===== config.mk =====
export PLATFORM = sky130hd
export DESIGN_NAME = mti_divider
export DESIGN_NICKNAME = d
export VERILOG_FILES = /design/src/rtl/mti_pkg.sv /design/src/rtl/mti_divider.sv
export SDC_FILE = /design/constraint.sdc
export NUM_CORES = 1
export LEC_CHECK = 0
export ABC_AREA = 1
export BUFFER_PORTS_ARGS = -buffer_cell sky130_fd_sc_hd__buf_2
export CAP_MARGIN = 20
export CORE_MARGIN = 4
export CORE_UTILIZATION = 59
export DETAILED_ROUTE_END_ITERATION = 10
export PLACE_DENSITY = 0.82
export SLEW_MARGIN = 5
export SYNTH_ARGS = -nofsm -noshare
export SYNTH_HDL_FRONTEND = slang
export SYNTH_SLANG_ARGS = --single-unit

===== constraint.sdc =====
create_clock -name clk_i -period 2.82 [get_ports clk_i]
set_input_delay 0 -clock clk_i [delete_from_list [all_inputs] [get_ports clk_i]]
set_output_delay 0 -clock clk_i [all_outputs]
set_load 0.01 [all_outputs]

===== src/rtl/mti_pkg.sv =====
// Package for the multichannel trapezoid integrator.
// Holds command codes, config register indices and the step divisor. No dependencies.
package mti_pkg;
  localparam logic [1:0] CMD_RESET  = 2'd0;
  localparam logic [1:0] CMD_SCAN   = 2'd1;
  localparam logic [1:0] CMD_SAMPLE = 2'd2;
  localparam logic [1:0] CMD_READ   = 2'd3;

  localparam logic REG_ENABLE = 1'b0;
  localparam logic REG_MULT   = 1'b1;

  localparam int unsigned StepDivisor = 100;
endpackage


===== src/rtl/mti_divider.sv =====
// Shared restoring divider, one quotient bit per cycle.
// Unsigned 64/64 division; sign handling is left to the caller. Uses mti_pkg.
module mti_divider import mti_pkg::*; (
  input  logic        clk_i,
  input  logic        rst_ni,
  input  logic        start_i,
  input  logic [63:0] dividend_i,
  input  logic [63:0] divisor_i,
  output logic        done_o,
  output logic [63:0] quotient_o
);
  logic [63:0] quo_q, quo_d;
  logic [63:0] rem_q, rem_d;
  logic [63:0] dsr_q, dsr_d;
  logic [6:0]  cnt_q, cnt_d;
  logic        busy_q, busy_d;
  logic [64:0] trial;

  // one shift-subtract step
  always_comb begin
    quo_d  = quo_q;
    rem_d  = rem_q;
    dsr_d  = dsr_q;
    cnt_d  = cnt_q;
    busy_d = busy_q;
    trial  = {rem_q, quo_q[63]} - {1'b0, dsr_q};
    done_o = 1'b0;
    if (start_i) begin
      quo_d  = dividend_i;
      rem_d  = '0;
      dsr_d  = divisor_i;
      cnt_d  = 7'd64;
      busy_d = 1'b1;
    end else if (busy_q) begin
      if (!trial[64]) begin
        rem_d = trial[63:0];
        quo_d = {quo_q[62:0], 1'b1};
      end else begin
        rem_d = {rem_q[62:0], quo_q[63]};
        quo_d = {quo_q[62:0], 1'b0};
      end
      cnt_d = cnt_q - 7'd1;
      if (cnt_q == 7'd1) begin
        busy_d = 1'b0;
        done_o = 1'b1;
      end
    end
  end

  assign quotient_o = quo_d;

  always_ff @(posedge clk_i or negedge rst_ni) begin
    if (!rst_ni) begin
      busy_q <= 1'b0;
      cnt_q  <= '0;
    end else begin
      busy_q <= busy_d;
      cnt_q  <= cnt_d;
    end
  end

  always_ff @(posedge clk_i) begin
    quo_q <= quo_d;
    rem_q <= rem_d;
    dsr_q <= dsr_d;
  end
endmodule


==> out/results.tsv <==
stage	metric	value	unit
status	status	completed	
grt	antenna_found_initial	0	
power_and_ir_drop	p_leak	9.33	nW
timing	slew_viol_final	0	
grt	grt_max_degree	67	
timing	period_needed	2730	ps
route	drcViolationCount	0	
route	route.vias.total	15355	
setup_path	path_class	reg2reg	
timing	finalCritPeriodShare	96.7	%
logic_synthesis	synthXorXnorAreaFrac	2.15	%
timing	hold_violations	0	
logic_synthesis	synth_top_area_share	23.5	%
logic_synthesis	netlist_instances	2103	
die	die_w	159	µm
logic_synthesis	synth_area_leaders	nand2_1 23%, dfxtp_1 19%, edfxtp_1 14%	
logic_synthesis	synth_top_family_by_area	simple AND/OR/NAND/NOR gates	
placement	port_buffers	195	
grt	grt_pass1_vias	15124	
logic_synthesis	async_flop_share	4.00	%
clock_network	ctsHtreeMaxLevel	4	
logic_synthesis	ys_warn_count	0	
finish	syn_to_final_growth	26.0	%
logic_synthesis	synth_edf_count	64	
die	num_io_pins	196	
worst_hold_path	holdCritPathClass	in2reg	
logic_synthesis	synth_top_flop_cell	dfxtp_1	
power_and_ir_drop	p_total	7.39	mW
die	core_area	0.0221	mm²
clock_network	insertion_delay	470	ps
timing	setup-violations-final	0	
logic_synthesis	yosys-mux-area-fraction	0	%
logic_synthesis	synth_seq_cells	200	
power_and_ir_drop	power.density	436	mW/mm²
setup_path	path_max_fanout	4	
run	maxCapViolCount	0	
timing	fmax	0.367	GHz
finish	instances_no_fill	2722	
timing	rsz0062_at_grt	true	
logic_synthesis	synth_commonest_cells	842 x nand2_1, 430 x inv_1, 130 x nand3_1	
finish	fill_cells	1539	
placement	placed_area	0.0148	mm²
logic_synthesis	synth.distinct_cells	37	
setup_path	endpoint_kind	register	
logic_synthesis	syn_area	0.0135	mm²
route	wl_per_cell	18.4	µm
finish	drive_above_1_share	12.6	%
finish	seq_area	0.00468	mm²
die	initial_core_util	60.9	%
route	viasPerCell	5.64	
route	first_iter_violations	1764	
clock_network	cts_buffers	17	
setup_path	cp-start-kind	register	
die	die-area	0.0253	mm²
timing	finalWorstSetupSlack	92.7	ps
placement	gp_congestion	1.02	
placement	dp_slack	95.5	ps
logic_synthesis	synth.most_common_cell	nand2_1	
route	first_pass_iters	7	
finish	num-nets-final	2627	
setup_path	crit_required	3160	ps
route	drtAntennaViolNets	0	
setup_path	cp.arrival	3070	ps
grt	grt-ovfl-total	0	
clock_network	clock-sinks	200	
die	rows	54	
timing	slew_headroom	43.3	%
logic_synthesis	synth_top_cell_by_area	nand2_1	
die	fp.dieH	159	µm
clock_network	clock_path_buffers	2	
finish	final_area	0.0169	mm²
placement	dp.cells	2554	
clock_network	cts_tree	done	
clock_network	clkTransAtPathRegs	90	ps
logic_synthesis	yosys.area_share.adder	6.29	%
clock_network	cts-root-buf	clkbuf_16	
logic_synthesis	syn_nets	2301	
logic_synthesis	avgSynthCellArea	6.40	µm²
power_and_ir_drop	ir_drop	0.316	mV
finish	multi_input_area	0.00705	mm²
timing	clock-skew-final	28.8	ps
timing	tightest_slew	851	ps
grt	grt_pass1_wl	78100	µm
logic_synthesis	synth_seq_area_share	34.8	%
logic_synthesis	synth_compound_area_share	7.85	%
logic_synthesis	synthSimpleGateAreaFrac	35.1	%
placement	dp_hpwl	32700	µm
finish	antenna_cells	0	
grt	grt_usage	37.9	%
route	wl	50000	µm
==> worst paths after layout <==
path                           start        end  slack, ps  depth (start not counted)
max                        dsr_q[42]  rem_q[61]         90                         15
min                          start_i  dsr_q[61]         90                          1
max reg2reg                dsr_q[42]  rem_q[61]         90                         15
min reg2reg                rem_q[22]  rem_q[22]        480                          2
max in group asynchronous     rst_ni   cnt_q[1]       2020                          3
min in group asynchronous     rst_ni     busy_q        490                          3
==> final cells by class <==
class / count / share of cell area (%)
Multi-Input combinational cell: 1420 / 41.6
Sequential cell: 200 / 27.6
Timing Repair Buffer: 353 / 15.1
Inverter: 437 / 9.68
Clock buffer: 18 / 2.66
Tap cell: 280 / 2.07
Clock inverter: 14 / 1.27
==> per-stage QoR <==
stage | setup TNS, ps | hold WS [ps] | utilization (%)
finish | 0 | 91.1 | 76.7
detailed placement | 0 | -142 | 66.9
CTS | 0 | 80.0 | 75.9
floorplan | 0 | -296 | -
global route | -31.6 | 109 | 76.7
global placement | 0 | -147 | 66.9
==> power breakdown <==
group	total [mW]	switching [mW]	internal, mW	leakage [nW]
Clock	2.79	1.46	1.32	0.321
Sequential	3.26	0.0893	3.17	1.78
Combinational	1.34	0.829	0.514	7.23
Total	7.39	2.38	5.01	9.33
==> sequential cells by signal, indices dropped and copies added (netlist names) <==
| register | flops |
|---|---|
| busy_q | 1 |
| dsr_q | 64 |
| rem_q | 64 |
| cnt_q | 7 |
| quo_q | 64 |
==> layout by cell type, fill, tap and decap left out, types with 4 or more instances in the layout <==
master,synthesis,final
xnor2_1,31,31
nor4_1,4,4
buf_2,6,194
inv_12,0,6
nor3_1,16,15
edfxtp_1,64,64
nand3b_1,12,12
nor2_4,1,6
nand3_1,130,129
dfxtp_1,128,128
nand4_1,19,19
nor2_1,119,111
clkbuf_16,0,19
buf_4,2,23
nand2_2,10,14
ha_1,66,64
a21oi_2,1,4
dfrtp_1,8,8
o21ai_0,22,22
nand2_1,842,835
dlygate4sd3_1,0,130
a21oi_1,60,57
inv_2,6,9
o21bai_1,7,7
nand2_4,2,4
nor2_2,6,9
o221ai_1,62,62
inv_1,430,427
==> cells by family after synthesis <==
group / Yosys count
AO/OA/AOI/OAI: 158
XOR/XNOR: 33
adder cells (fa/ha/maj): 67
buffers and inverters: 483
flip-flops: 200
AND/OR/NAND/NOR: 1162
==> worst max-delay path, stage by stage (launching register included) <==
cell and delay, ps:
edfxtp_1 370, inv_1 90, ha_1 240, buf_4 160, nand2_1 60, nand2_1 60, a21oi_1 300, o21ai_0 320
inv_1 110, nand2_1 160, a21oi_2 300, nand2_1 100, nand2_1 80, nand3_1 90, nand2_1 100, nand2_1 60
==> layer usage <==
metal / wire (µm) / part of all wire, % / track usage (%) / up-vias
li1: - / - / - / 7168
met1: 19300 / 39 / 46.6 / 6874
met2: 22200 / 44 / 62.3 / 1050
met3: 5030 / 10 / 7.77 / 263
met4: 3480 / 7.0 / 21.4 / 0
met5: 0 / 0 / 0 / -
==> repair_timing <==
item,CTS,global route
setup buffers,1,4
cloned,0,1
hold buffers,130,0
resized for setup,5,30
pin swaps,1,2
setup endpoints to repair,1,63
hold endpoints to repair,136,0
Power figures use the tool's default switching activity.
